--- config.mk ---
export PLATFORM = sky130hd
export DESIGN_NAME = sdo_client_transfer_engine_core
export DESIGN_NICKNAME = d
export VERILOG_FILES = /design/src/rtl/sdoc_pkg.sv /design/src/rtl/sdoc_in_stage.sv /design/src/rtl/sdoc_step.sv /design/src/rtl/sdoc_out_stage.sv /design/src/rtl/sdo_client_transfer_engine_core.sv
export SDC_FILE = /design/constraint.sdc
export NUM_CORES = 1
export LEC_CHECK = 0
export BUFFER_PORTS_ARGS = -buffer_cell sky130_fd_sc_hd__buf_2
export CELL_PAD_IN_SITES_DETAIL_PLACEMENT = 0
export CELL_PAD_IN_SITES_GLOBAL_PLACEMENT = 1
export CORE_MARGIN = 2
export CORE_UTILIZATION = 45
export DETAILED_ROUTE_END_ITERATION = 6
export MAX_ROUTING_LAYER = met4
export PLACE_DENSITY = 0.8
export SETUP_SLACK_MARGIN = 0.5
export SKIP_CTS_REPAIR_TIMING = 1
export SKIP_LAST_GASP = 1
export SLEW_MARGIN = 0
export SYNTH_ARGS = -nofsm -noshare
export SYNTH_HDL_FRONTEND = slang
export SYNTH_SLANG_ARGS = --single-unit
--- constraint.sdc ---
create_clock -name clk_i -period 7.5 [get_ports clk_i]
set_clock_uncertainty 0.2 [all_clocks]
set_input_delay 0.375 -clock clk_i [delete_from_list [all_inputs] [get_ports clk_i]]
set_output_delay 0.375 -clock clk_i [all_outputs]
set_load 0.02 [all_outputs]
--- src/rtl/sdoc_pkg.sv ---
`default_nettype none

package sdoc_pkg;

  // buffer cap of a segmented read
  localparam logic [15:0] MAX_BUFFER_BYTES = 16'd65535;
  localparam logic [15:0] TIMEOUT_RESET    = 16'd1000;

  // item kinds
  localparam logic [2:0] OP_TICK     = 3'd0;
  localparam logic [2:0] OP_EXP_RD   = 3'd1;
  localparam logic [2:0] OP_EXP_WR   = 3'd2;
  localparam logic [2:0] OP_SEG_RD   = 3'd3;
  localparam logic [2:0] OP_RX_FRAME = 3'd4;

  // transfer state codes
  localparam logic [2:0] ST_IDLE   = 3'd0;
  localparam logic [2:0] ST_OK     = 3'd1;
  localparam logic [2:0] ST_EXP_RD = 3'd2;
  localparam logic [2:0] ST_EXP_WR = 3'd3;
  localparam logic [2:0] ST_SEG_RD = 3'd4;

  // register indexes
  localparam logic [1:0] CFG_CLIENT_ENABLE = 2'd0;
  localparam logic [1:0] CFG_TIMEOUT_MS    = 2'd1;

  // sdo command bytes and fields
  localparam logic [7:0] CMD_ABORT          = 8'h80;
  localparam logic [7:0] CMD_UPLOAD_INIT    = 8'h40;
  localparam logic [7:0] CMD_DOWNLOAD_RESP  = 8'h60;
  localparam logic [7:0] CMD_SEG_ACK        = 8'h60;
  localparam logic [2:0] CMD_EXP_DL_PREFIX  = 3'b001;
  localparam logic [2:0] SCS_UPLOAD_INIT    = 3'b010;
  localparam logic [2:0] SCS_UPLOAD_SEG     = 3'b000;

  typedef struct packed {
    logic [2:0]  op;
    logic        tx_ready;
    logic [6:0]  node_id;
    logic [15:0] object_index;
    logic [7:0]  object_subindex;
    logic [31:0] write_value;
    logic [2:0]  write_length;
    logic [15:0] buffer_size;
    logic [63:0] rx_frame;
  } item_t;

  typedef struct packed {
    logic        tx_valid;
    logic [6:0]  tx_node;
    logic [63:0] tx_frame;
    logic        start_accepted;
    logic [2:0]  transfer_status;
    logic [31:0] abort_word;
    logic [2:0]  data_count;
    logic [15:0] data_offset;
    logic [55:0] data_bytes;
  } result_t;

endpackage

`default_nettype wire

--- src/rtl/sdoc_in_stage.sv ---
`default_nettype none

module sdoc_in_stage (
  input  wire                 clk_i,
  input  wire                 rst_ni,
  input  wire                 in_valid_i,
  output logic                in_ready_o,
  input  wire sdoc_pkg::item_t item_i,
  input  wire                 advance_i,
  output logic                item_valid_o,
  output sdoc_pkg::item_t     item_o
);
  import sdoc_pkg::*;

  logic  valid_q;
  item_t item_q;

  // take a new beat when empty or when the held one moves on
  assign in_ready_o   = !valid_q || advance_i;
  assign item_valid_o = valid_q;
  assign item_o       = item_q;

  always_ff @(posedge clk_i or negedge rst_ni) begin
    if (!rst_ni) begin
      valid_q <= 1'b0;
    end else if (in_valid_i && in_ready_o) begin
      valid_q <= 1'b1;
    end else if (advance_i) begin
      valid_q <= 1'b0;
    end
  end

  // payload holds no reset
  always_ff @(posedge clk_i) begin
    if (in_valid_i && in_ready_o) begin
      item_q <= item_i;
    end
  end

endmodule

`default_nettype wire

--- src/rtl/sdoc_step.sv ---
`default_nettype none

module sdoc_step (
  input  wire                 clk_i,
  input  wire                 rst_ni,
  input  wire                 cfg_write_i,
  input  wire  [1:0]          cfg_index_i,
  input  wire  [15:0]         cfg_data_i,
  input  wire                 advance_i,
  input  wire sdoc_pkg::item_t item_i,
  output sdoc_pkg::result_t   result_o
);
  import sdoc_pkg::*;

  // configuration
  logic        enable_q;
  logic [15:0] timeout_q;

  // transfer state
  logic [2:0]  state_q, state_d;
  logic [15:0] tleft_q, tleft_d;
  logic [31:0] abort_q, abort_d;
  logic [15:0] fill_q, fill_d;
  logic [15:0] limit_q, limit_d;
  logic [6:0]  seg_node_q, seg_node_d;

  logic        busy;
  logic        start_ok;
  logic        send;
  logic        abort_hit;
  logic [2:0]  cur_state;
  logic [7:0]  b0;
  logic [2:0]  exp_n;
  logic [2:0]  seg_n;
  logic [16:0] room_full;
  logic [2:0]  room;
  logic [2:0]  stored;
  logic [1:0]  wr_gap;
  result_t     res;

  function automatic logic [55:0] byte_mask(input logic [2:0] count);
    logic [55:0] m;
    m = '0;
    for (int i = 0; i < 7; i++) begin
      m[8*i +: 8] = {8{3'(i) < count}};
    end
    return m;
  endfunction

  function automatic logic [63:0] init_frame(input logic [7:0]  cmd,
                                             input logic [15:0] idx,
                                             input logic [7:0]  sub,
                                             input logic [31:0] val);
    return {val, sub, idx, cmd};
  endfunction

  assign busy   = (state_q == ST_EXP_RD) || (state_q == ST_EXP_WR) ||
                  (state_q == ST_SEG_RD);
  assign b0     = item_i.rx_frame[7:0];
  assign exp_n  = 3'd4 - {1'b0, b0[3:2]};
  assign seg_n  = 3'd7 - b0[3:1];
  assign wr_gap = 2'(3'd4 - item_i.write_length);

  // free room in the receive buffer, clamped to one segment
  assign room_full = {1'b0, limit_q} - {1'b0, fill_q};
  always_comb begin
    if (fill_q >= limit_q) begin
      room = 3'd0;
    end else if (room_full > 17'd7) begin
      room = 3'd7;
    end else begin
      room = room_full[2:0];
    end
  end
  assign stored = (seg_n < room) ? seg_n : room;

  // next state and result for one item
  always_comb begin
    state_d    = state_q;
    tleft_d    = tleft_q;
    abort_d    = abort_q;
    fill_d     = fill_q;
    limit_d    = limit_q;
    seg_node_d = seg_node_q;
    res        = '0;
    start_ok   = enable_q && item_i.tx_ready && !busy;
    send       = 1'b0;
    abort_hit  = (b0 == CMD_ABORT);
    cur_state  = abort_hit ? ST_IDLE : state_q;

    case (item_i.op) inside
      OP_TICK: begin
        if (busy && (tleft_q != 16'd0)) begin
          tleft_d = tleft_q - 16'd1;
          if (tleft_q == 16'd1) begin
            state_d = ST_IDLE;
          end
        end
      end
      OP_EXP_RD, OP_EXP_WR, OP_SEG_RD: begin
        if (start_ok) begin
          case (item_i.op)
            OP_EXP_RD: begin
              state_d      = ST_EXP_RD;
              fill_d       = 16'd0;
              send         = 1'b1;
              res.tx_frame = init_frame(CMD_UPLOAD_INIT, item_i.object_index,
                                        item_i.object_subindex, 32'd0);
            end
            OP_EXP_WR: begin
              if ((item_i.write_length == 3'd0) || (item_i.write_length > 3'd4)) begin
                state_d = ST_IDLE;
              end else begin
                state_d      = ST_EXP_WR;
                send         = 1'b1;
                res.tx_frame = init_frame({CMD_EXP_DL_PREFIX, 1'b0, wr_gap, 2'b11},
                                          item_i.object_index, item_i.object_subindex,
                                          item_i.write_value);
              end
            end
            default: begin
              state_d      = ST_SEG_RD;
              limit_d      = (item_i.buffer_size > MAX_BUFFER_BYTES) ?
                             MAX_BUFFER_BYTES : item_i.buffer_size;
              seg_node_d   = item_i.node_id;
              send         = 1'b1;
              res.tx_frame = init_frame(CMD_UPLOAD_INIT, item_i.object_index,
                                        item_i.object_subindex, 32'd0);
            end
          endcase
          if (send) begin
            tleft_d            = timeout_q;
            res.tx_valid       = 1'b1;
            res.tx_node        = item_i.node_id;
            res.start_accepted = 1'b1;
          end
        end
      end
      OP_RX_FRAME: begin
        if (abort_hit) begin
          state_d = ST_IDLE;
          abort_d = item_i.rx_frame[63:32];
        end
        case (cur_state)
          ST_EXP_RD: begin
            if (b0[7:5] == SCS_UPLOAD_INIT) begin
              fill_d         = {13'd0, exp_n};
              res.data_count = exp_n;
              res.data_bytes = {24'd0, item_i.rx_frame[63:32]} & byte_mask(exp_n);
              state_d        = ST_OK;
            end
          end
          ST_EXP_WR: begin
            if (b0 == CMD_DOWNLOAD_RESP) begin
              state_d = ST_OK;
            end
          end
          ST_SEG_RD: begin
            if ((b0[7:5] == SCS_UPLOAD_INIT) && !b0[1]) begin
              // initiate reply: acknowledge first segment request
              res.tx_valid = 1'b1;
              res.tx_node  = seg_node_q;
              res.tx_frame = {56'd0, CMD_SEG_ACK};
              fill_d       = 16'd0;
            end else if (b0[7:5] == SCS_UPLOAD_SEG) begin
              res.data_count  = stored;
              res.data_offset = (stored != 3'd0) ? fill_q : 16'd0;
              res.data_bytes  = item_i.rx_frame[63:8] & byte_mask(stored);
              fill_d          = fill_q + {13'd0, stored};
              if (seg_n > stored) begin
                // overflow fails the transfer, no acknowledge
                state_d = ST_IDLE;
              end else if (b0[0]) begin
                state_d = ST_OK;
              end else begin
                res.tx_valid = 1'b1;
                res.tx_node  = seg_node_q;
                res.tx_frame = {56'd0, CMD_SEG_ACK[7:5], ~b0[4], CMD_SEG_ACK[3:0]};
              end
              tleft_d = timeout_q;
            end
          end
          default: ;
        endcase
      end
      default: ;
    endcase

    res.transfer_status = state_d;
    res.abort_word      = abort_d;
  end

  assign result_o = res;

  // configuration registers
  always_ff @(posedge clk_i or negedge rst_ni) begin
    if (!rst_ni) begin
      enable_q  <= 1'b0;
      timeout_q <= TIMEOUT_RESET;
    end else if (cfg_write_i) begin
      unique case (cfg_index_i)
        CFG_CLIENT_ENABLE: enable_q  <= cfg_data_i[0];
        CFG_TIMEOUT_MS:    timeout_q <= cfg_data_i;
        default: ;
      endcase
    end
  end

  // transfer state registers
  always_ff @(posedge clk_i or negedge rst_ni) begin
    if (!rst_ni) begin
      state_q    <= ST_IDLE;
      tleft_q    <= 16'd0;
      abort_q    <= 32'd0;
      fill_q     <= 16'd0;
      limit_q    <= 16'd0;
      seg_node_q <= 7'd0;
    end else if (advance_i) begin
      state_q    <= state_d;
      tleft_q    <= tleft_d;
      abort_q    <= abort_d;
      fill_q     <= fill_d;
      limit_q    <= limit_d;
      seg_node_q <= seg_node_d;
    end
  end

endmodule

`default_nettype wire

--- src/rtl/sdoc_out_stage.sv ---
`default_nettype none

module sdoc_out_stage (
  input  wire                 clk_i,
  input  wire                 rst_ni,
  input  wire                 load_i,
  input  wire sdoc_pkg::result_t result_i,
  output logic                free_o,
  output logic                out_valid_o,
  input  wire                 out_ready_i,
  output sdoc_pkg::result_t   result_o
);
  import sdoc_pkg::*;

  logic    valid_q;
  result_t result_q;

  // room for a new result when empty or when the held one leaves now
  assign free_o      = !valid_q || out_ready_i;
  assign out_valid_o = valid_q;
  assign result_o    = result_q;

  always_ff @(posedge clk_i or negedge rst_ni) begin
    if (!rst_ni) begin
      valid_q <= 1'b0;
    end else if (load_i) begin
      valid_q <= 1'b1;
    end else if (out_ready_i) begin
      valid_q <= 1'b0;
    end
  end

  always_ff @(posedge clk_i) begin
    if (load_i) begin
      result_q <= result_i;
    end
  end

endmodule

`default_nettype wire

--- src/rtl/sdo_client_transfer_engine_core.sv ---
`default_nettype none

// SDO client transfer engine: builds expedited read/write and segmented
// upload request frames, decodes server replies and aborts, and reports
// received data bytes with their buffer offset. Every input beat yields one
// result beat. A beat is taken into an input register, decoded combinationally against the
// transfer state and lands in a result register, so the block sustains one item per clock
// while the output side takes results;
// the result register alone throttles it when the output side stalls.
// Configuration writes are taken every cycle and land in the configuration registers.
module sdo_client_transfer_engine_core (
  input  wire          clk_i,
  input  wire          rst_ni,
  // configuration
  input  wire          cfg_valid_i,
  output logic         cfg_ready_o,
  input  wire  [1:0]   cfg_index_i,
  input  wire  [15:0]  cfg_data_i,
  // input beats
  input  wire          in_valid_i,
  output logic         in_ready_o,
  input  wire  [2:0]   op_i,
  input  wire          tx_ready_i,
  input  wire  [6:0]   node_id_i,
  input  wire  [15:0]  object_index_i,
  input  wire  [7:0]   object_subindex_i,
  input  wire  [31:0]  write_value_i,
  input  wire  [2:0]   write_length_i,
  input  wire  [15:0]  buffer_size_i,
  input  wire  [63:0]  rx_frame_i,
  // result beats
  output logic         out_valid_o,
  input  wire          out_ready_i,
  output logic         tx_valid_o,
  output logic [6:0]   tx_node_o,
  output logic [63:0]  tx_frame_o,
  output logic         start_accepted_o,
  output logic [2:0]   transfer_status_o,
  output logic [31:0]  abort_word_o,
  output logic [2:0]   data_count_o,
  output logic [15:0]  data_offset_o,
  output logic [55:0]  data_bytes_o
);
  import sdoc_pkg::*;

  item_t   item_in;
  item_t   item_held;
  logic    item_valid;
  logic    out_free;
  logic    advance;
  result_t step_res;
  result_t out_res;

  assign cfg_ready_o = 1'b1;

  assign item_in = '{op:              op_i,
                     tx_ready:        tx_ready_i,
                     node_id:         node_id_i,
                     object_index:    object_index_i,
                     object_subindex: object_subindex_i,
                     write_value:     write_value_i,
                     write_length:    write_length_i,
                     buffer_size:     buffer_size_i,
                     rx_frame:        rx_frame_i};

  // a held beat moves on when the result register has room
  assign advance = item_valid && out_free;

  sdoc_in_stage u_in_stage (
    .clk_i        (clk_i),
    .rst_ni       (rst_ni),
    .in_valid_i   (in_valid_i),
    .in_ready_o   (in_ready_o),
    .item_i       (item_in),
    .advance_i    (advance),
    .item_valid_o (item_valid),
    .item_o       (item_held)
  );

  sdoc_step u_step (
    .clk_i       (clk_i),
    .rst_ni      (rst_ni),
    .cfg_write_i (cfg_valid_i && cfg_ready_o),
    .cfg_index_i (cfg_index_i),
    .cfg_data_i  (cfg_data_i),
    .advance_i   (advance),
    .item_i      (item_held),
    .result_o    (step_res)
  );

  sdoc_out_stage u_out_stage (
    .clk_i       (clk_i),
    .rst_ni      (rst_ni),
    .load_i      (advance),
    .result_i    (step_res),
    .free_o      (out_free),
    .out_valid_o (out_valid_o),
    .out_ready_i (out_ready_i),
    .result_o    (out_res)
  );

  assign tx_valid_o        = out_res.tx_valid;
  assign tx_node_o         = out_res.tx_node;
  assign tx_frame_o        = out_res.tx_frame;
  assign start_accepted_o  = out_res.start_accepted;
  assign transfer_status_o = out_res.transfer_status;
  assign abort_word_o      = out_res.abort_word;
  assign data_count_o      = out_res.data_count;
  assign data_offset_o     = out_res.data_offset;
  assign data_bytes_o      = out_res.data_bytes;

`ifndef NO_ASSERTIONS
  // an accepted start always leaves a busy transfer and sends its frame
  a_start_busy: assert property (@(posedge clk_i) disable iff (!rst_ni)
    out_valid_o && start_accepted_o |->
      tx_valid_o && ((transfer_status_o == ST_EXP_RD) ||
                     (transfer_status_o == ST_EXP_WR) ||
                     (transfer_status_o == ST_SEG_RD)))
    else $error("start accepted without busy transfer");

  // no reported bytes means clean data fields
  a_no_data_clean: assert property (@(posedge clk_i) disable iff (!rst_ni)
    out_valid_o && (data_count_o == 3'd0) |->
      (data_bytes_o == 56'd0) && (data_offset_o == 16'd0))
    else $error("data fields set with zero count");

  // no frame sent means clean frame fields
  a_no_tx_clean: assert property (@(posedge clk_i) disable iff (!rst_ni)
    out_valid_o && !tx_valid_o |-> (tx_frame_o == 64'd0) && (tx_node_o == 7'd0))
    else $error("frame fields set without tx_valid");

  // a beat taken into an empty input register is held there next cycle
  a_beat_lands: assert property (@(posedge clk_i) disable iff (!rst_ni)
    in_valid_i && in_ready_o && !item_valid |=> item_valid)
    else $error("input beat lost");
`endif

endmodule

`default_nettype wire
* Word-level counts from Yosys, hierarchy flattened
Index checks and enable logic that the tools add are counted.
Storage, ports and cells: output and inout bits 186, input port bits 173, flip-flop bits (word level) 442
Operators by class: add/sub/neg operators 6, bitwise logic cells 11, mux-type cells 69, reductions and logical operators 38, equality and inequality tests 23, $lt $le $gt $ge 20
Operator list (number):
- 72-bit two-way mux | 7
- 16-bit two-way mux | 18
- 75-bit two-way mux | 2
- 32-bit two-way mux | 4
- 64-bit two-way mux | 2
- 56-bit case mux with 2 select lines | 1
- 73-bit two-way mux | 1
- 32-bit by 56-bit bitwise AND with 56-bit output | 1
- 56-bit bitwise AND | 1
- 56-bit two-way mux | 1
- 3-bit two-way mux | 17
- 16-bit case mux with 2 select lines | 1
- 3-bit by 2-bit == test with 1-bit output, second input constant | 7
- 3-bit less-than comparator, first input constant | 6
- 17-bit by 3-bit greater-than comparator with 1-bit output, second input constant | 1
- 16-bit by 16-bit subtractor with 17-bit output | 1
- 16-bit by 3-bit adder with 16-bit output | 1
- 16-bit by 1-bit == test with 1-bit output, second input constant | 1
- 16-bit >= comparator | 1
- 16-bit greater-than comparator, second input constant | 1
- 8-bit AND reduction | 2
- 16-bit nonzero test | 1
- 16-bit by 1-bit subtractor with 16-bit output, second input constant | 1
- 3-bit nonzero test | 5
- 36 further kinds | 83

* Logic depth before layout (Yosys ltp)
depth after elaboration 14, mapped depth 30, gate-level depth less buffers 29

* Cells and area by module
Synthesis repeated with hierarchy kept, for this count alone.
Unflattened totals: cell total of the unflattened synthesis 1311, area, all modules 18325.1 um2
Modules (own cells, without submodules):
- sdoc_step | area each 8206.6 um2, cells an instance 968, times used 1
- sdoc_out_stage | area each 5542.8 um2, cells an instance 186, times used 1
- sdoc_in_stage | area each 4558.1 um2, cells an instance 154, times used 1
- sdo_client_transfer_engine_core | area each 17.5 um2, cells an instance 3, times used 1

* Least setup slack after synthesis
No wires, ideal clock.
kind flip-flop to flip-flop, start register u_out_stage.valid_q (netlist: u_out_stage.out_valid_o), end register u_out_stage.result_q (netlist bit u_out_stage.result_o[0]), enable pin, path buffers 2, period minus slack after synthesis 6.996 ns, data arrival time 6.180 ns, stages on the path, launching flop included 6, slack 0.504 ns, cells stage by stage dfrtp_1 -> nand2b_1 -> nand2_1 -> inv_1 -> clkbuf_1 -> clkbuf_1
On the way: word-level cells in the longest chain between the ends 3
Ends and longest elaborated chain:
- start, declared | line sdoc_out_stage.sv:15 | logic valid_q;
- start signal, assigned | line sdoc_out_stage.sv:25 | valid_q <= 1'b0;
- start signal, assigned | line sdoc_out_stage.sv:27 | valid_q <= 1'b1;
- start signal, assigned | line sdoc_out_stage.sv:29 | valid_q <= 1'b0;
- 1-bit zero test | line sdoc_out_stage.sv:19 | assign free_o = !valid_q || out_ready_i;
- 1-bit logical OR | line sdoc_out_stage.sv:19
- 1-bit logical AND | line sdo_client_transfer_engine_core.sv:67 | assign advance = item_valid && out_free;
- net advance | line sdo_client_transfer_engine_core.sv:50 | logic advance;
- end signal, assigned | line sdoc_out_stage.sv:35 | result_q <= result_i;
- end, declared | line sdoc_out_stage.sv:16 | result_t result_q;
The timed path passes the listed nets, and every way through them passes these cells. A chain may end at the register's enable or synchronous reset.

* Final worst setup path
start register u_step.fill_q[0], end register u_step.fill_q[15]
On the way: word-level cells in the longest chain between the ends 12, elaborated cells on any way between the ends 13, those cells by class 2 x add/sub; 3 x order compare; 8 x mux
Ends and longest elaborated chain:
- start, declared | line sdoc_step.sv:23 | logic [15:0] fill_q, fill_d;
- start signal, assigned | line sdoc_step.sv:222 | fill_q <= fill_d;
- 16-bit by 16-bit subtractor with 17-bit output | line sdoc_step.sv:65 | assign room_full = {1'b0, limit_q} - {1'b0, fill_q};
- 17-bit by 3-bit greater-than comparator with 1-bit output | line sdoc_step.sv:69 | end else if (room_full > 17'd7) begin
- 3-bit two-way mux | line sdoc_step.sv:69
- 3-bit two-way mux | line sdoc_step.sv:67 | if (fill_q >= limit_q) begin
- 3-bit less-than comparator | line sdoc_step.sv:75 | assign stored = (seg_n < room) ? seg_n : room;
- 3-bit two-way mux | line sdoc_step.sv:75
- 16-bit by 3-bit adder with 16-bit output (*) | line sdoc_step.sv:169 | fill_d = fill_q + {13'd0, stored};
- 16-bit two-way mux (*) | line sdoc_step.sv:165 | end else if (b0[7:5] == SCS_UPLOAD_SEG) begin
- 16-bit two-way mux (*) | line sdoc_step.sv:159 | if ((b0[7:5] == SCS_UPLOAD_INIT) && !b0[1]) begin
- 16-bit case mux with 2 select lines (*) | line sdoc_step.sv:144 | case (cur_state)
- 16-bit two-way mux (*) (2 in series) | line sdoc_step.sv:91 | case (item_i.op) inside
Mark *: on every way between the ends. The rest lies on a longest branch, timed or not. The select of a mux whose other input is x is not followed.

==> metrics <==
critical path launch point type flop; sequential area share after synthesis 0.698; Design Area, Final 23700 µm²; I/O Buffers 356; Tcrit/Tclk final 0.854; vias per cell 5.17; Leakage Power 9.89 nW; Iter 0 DRT Violations 840; Crit. End Element flop; post-synth cell types 71; H-tree levels 2; RSZ-0062 raised after global routing no; Inserted Diodes 0; Mean Syn Cell Area 13.8 µm²; Die Width 205 µm; Final ANT Viol Nets 0; Final nets 2062; share of layout cells above drive strength 1 0.288; first-pass GRT wire length 65500 µm; async set or reset register ratio after synthesis 0.248; EDFF count, synth 331; number of global-route vias before repair 11400; routability cong. 0.872; placed cell area 20500 µm²; fmax 156 MHz; DP Worst Slack 0.889 ns; Slowest-stage cell, CP or3b_2; final WL 46300 µm; most common cell in the netlist edfxtp_1; initial core utilization 0.456; Synth Warn # 0; initial antenna violation count 0; Pins Over Slew Limit 0; CTS sink count 440; row cnt 73; clock tree buffer depth 3; final setup TNS 0 ns; cell count after placement 2158; core area 39800 µm²; Worst Path Max Fanout 5; via total after detailed routing 12500; pwr dens 294 nW/µm²; Synth Net Count 1519; Die Y 205 µm; gr usage total 0.212; synthesized area 18200 µm²; WS Path Type flop to flop; # IOs 359; dpl hpwl 30400 µm; Clock transition at path regs 0.06 ns; Worst Tran Pin Value 1.16 ns; Area Growth Syn to Fin 30.6%; Synth top cells by count 331 x edfxtp_1, 146 x nand2_1, 103 x and2_1, 103 x dfrtp_1, 80 x nor2_1; worst path bufs/invs 3; Main synth FF type edfxtp_1; Clock Tree Root clkbuf_16; pin count of the biggest net entering global routing 94; max_slew headroom 0.229; Worst Setup Slack, final 1.09 ns; share of the synthesized area in the top cell type 0.547; Num CTS Buffers 47; gr ovfl total 0; fillers 3195; Post-Layout Cell Count 2417; Crit path max-delay family simple AND/OR/NAND/NOR gates; Worst Hold Class input pin to asynchronous set/reset pin; worst path required time 7.74 ns; DRC 0; setup violators final 0; outcome completed; post-synthesis instance total 1313; Final Hold Viols 0; Pre-Repair DR Iteration Count 5; MaxCap Viol Count 0; Synth area leaders edfxtp_1 55%, dfrtp_1 14%, mux2_2 4.6%; Hold WS 0.160 ns; Worst Path Arrival 6.64 ns; slowest stage delay, CP 0.49 ns; maximum vdd drop 0.216 mV; worst skew pair latency 0.58 ns; Yosys top cell by area edfxtp_1; die area 42000 µm²; FF+latch count, synth 440; WL per Instance 19.1 µm; TritonCTS clock tree built; minimum clock period after layout 6.41 ns
-- stage by stage --
step	power (mW)	util
after detailed placement	4.70	0.516
after global routing	7.33	0.595
after floorplan	4.25	-
final	6.97	0.595
after CTS	6.90	0.552
after global placement	4.69	0.516
-- layout make-up --
cell class / count / area, µm² / share of cell area
repair buffers: 542 / 3610 / 0.152
clock inverters: 21 / 180 / 0.00760
flip-flops and latches: 440 / 12700 / 0.535
clock buffers: 64 / 1250 / 0.0527
multi-input cells: 783 / 5180 / 0.218
well taps: 525 / 657 / 0.0277
inverters: 42 / 165 / 0.00696
-- where the power goes --
group          leakage, nW  switching (mW)  total, mW  internal, mW
Sequential            4.66           0.154       3.06          2.91
Combinational         4.55            1.06       1.73         0.672
Clock                0.685           0.941       2.18          1.24
Total                 9.89            2.15       6.97          4.82
-- layout by cell type (no fill, tap or decap), drive strengths merged, types with 14 or more instances in the layout --
cell type | Yosys | routed
dlygate4sd3 | 0 | 171
nor3 | 23 | 23
a22o | 32 | 32
a21oi | 52 | 52
dfrtp | 103 | 103
ha | 31 | 31
mux2 | 74 | 74
a22oi | 16 | 16
and2 | 103 | 103
nor2 | 80 | 80
nand2 | 147 | 147
nand2b | 14 | 14
o21ai | 54 | 54
clkbuf | 35 | 64
inv | 42 | 42
buf | 13 | 371
clkinv | 0 | 15
edfxtp | 331 | 331
-- final timing paths --
kind                       slack [ns]               start  depth (start not counted)                   end
setup / recovery                 1.09    u_step.fill_q[0]                         28     u_step.fill_q[15]
hold / removal                   0.16              rst_ni                          2  u_step.seg_node_q[5]
setup reg to reg                 1.09    u_step.fill_q[0]                         28     u_step.fill_q[15]
hold reg to reg                  0.27  u_step.abort_q[15]                          2    u_step.abort_q[15]
max in group asynchronous        5.61              rst_ni                          3    u_step.abort_q[27]
min in group clk_i               0.27  u_step.abort_q[15]                          2    u_step.abort_q[15]
-- cells by family (layout without fill, tap and decap cells) --
group / after synthesis / after routing / share of synthesized area
other cells: 2 / 2 / 0.000413
mux: 76 / 76 / 0.0470
xor+xnor: 13 / 13 / 0.00627
compound gates: 216 / 216 / 0.0820
buf+inv: 90 / 669 / 0.0197
fa+ha+maj: 33 / 33 / 0.0236
simple gates: 443 / 443 / 0.123
flops: 440 / 440 / 0.698
-- flip-flops by register name, indices dropped and copies added (netlist names) --
register,flops
u_step.tleft_q,16
u_step.fill_q,16
u_step.enable_q,1
u_step.limit_q,16
u_in_stage.item_o,150
u_step.seg_node_q,7
u_out_stage.out_valid_o,1
u_out_stage.result_o,181
u_step.timeout_q,16
u_step.abort_q,32
u_in_stage.item_valid_o,1
u_step.state_q,3
-- per-layer routing --
| metal | global-route usage | wire (µm) |
|---|---|---|
| met1 | 0.281 | 20000 |
| met2 | 0.323 | 22400 |
| met3 | 0.0428 | 2660 |
| met4 | 0.0832 | 1250 |
| met5 | - | 0 |
Power figures use the tool's default switching activity.
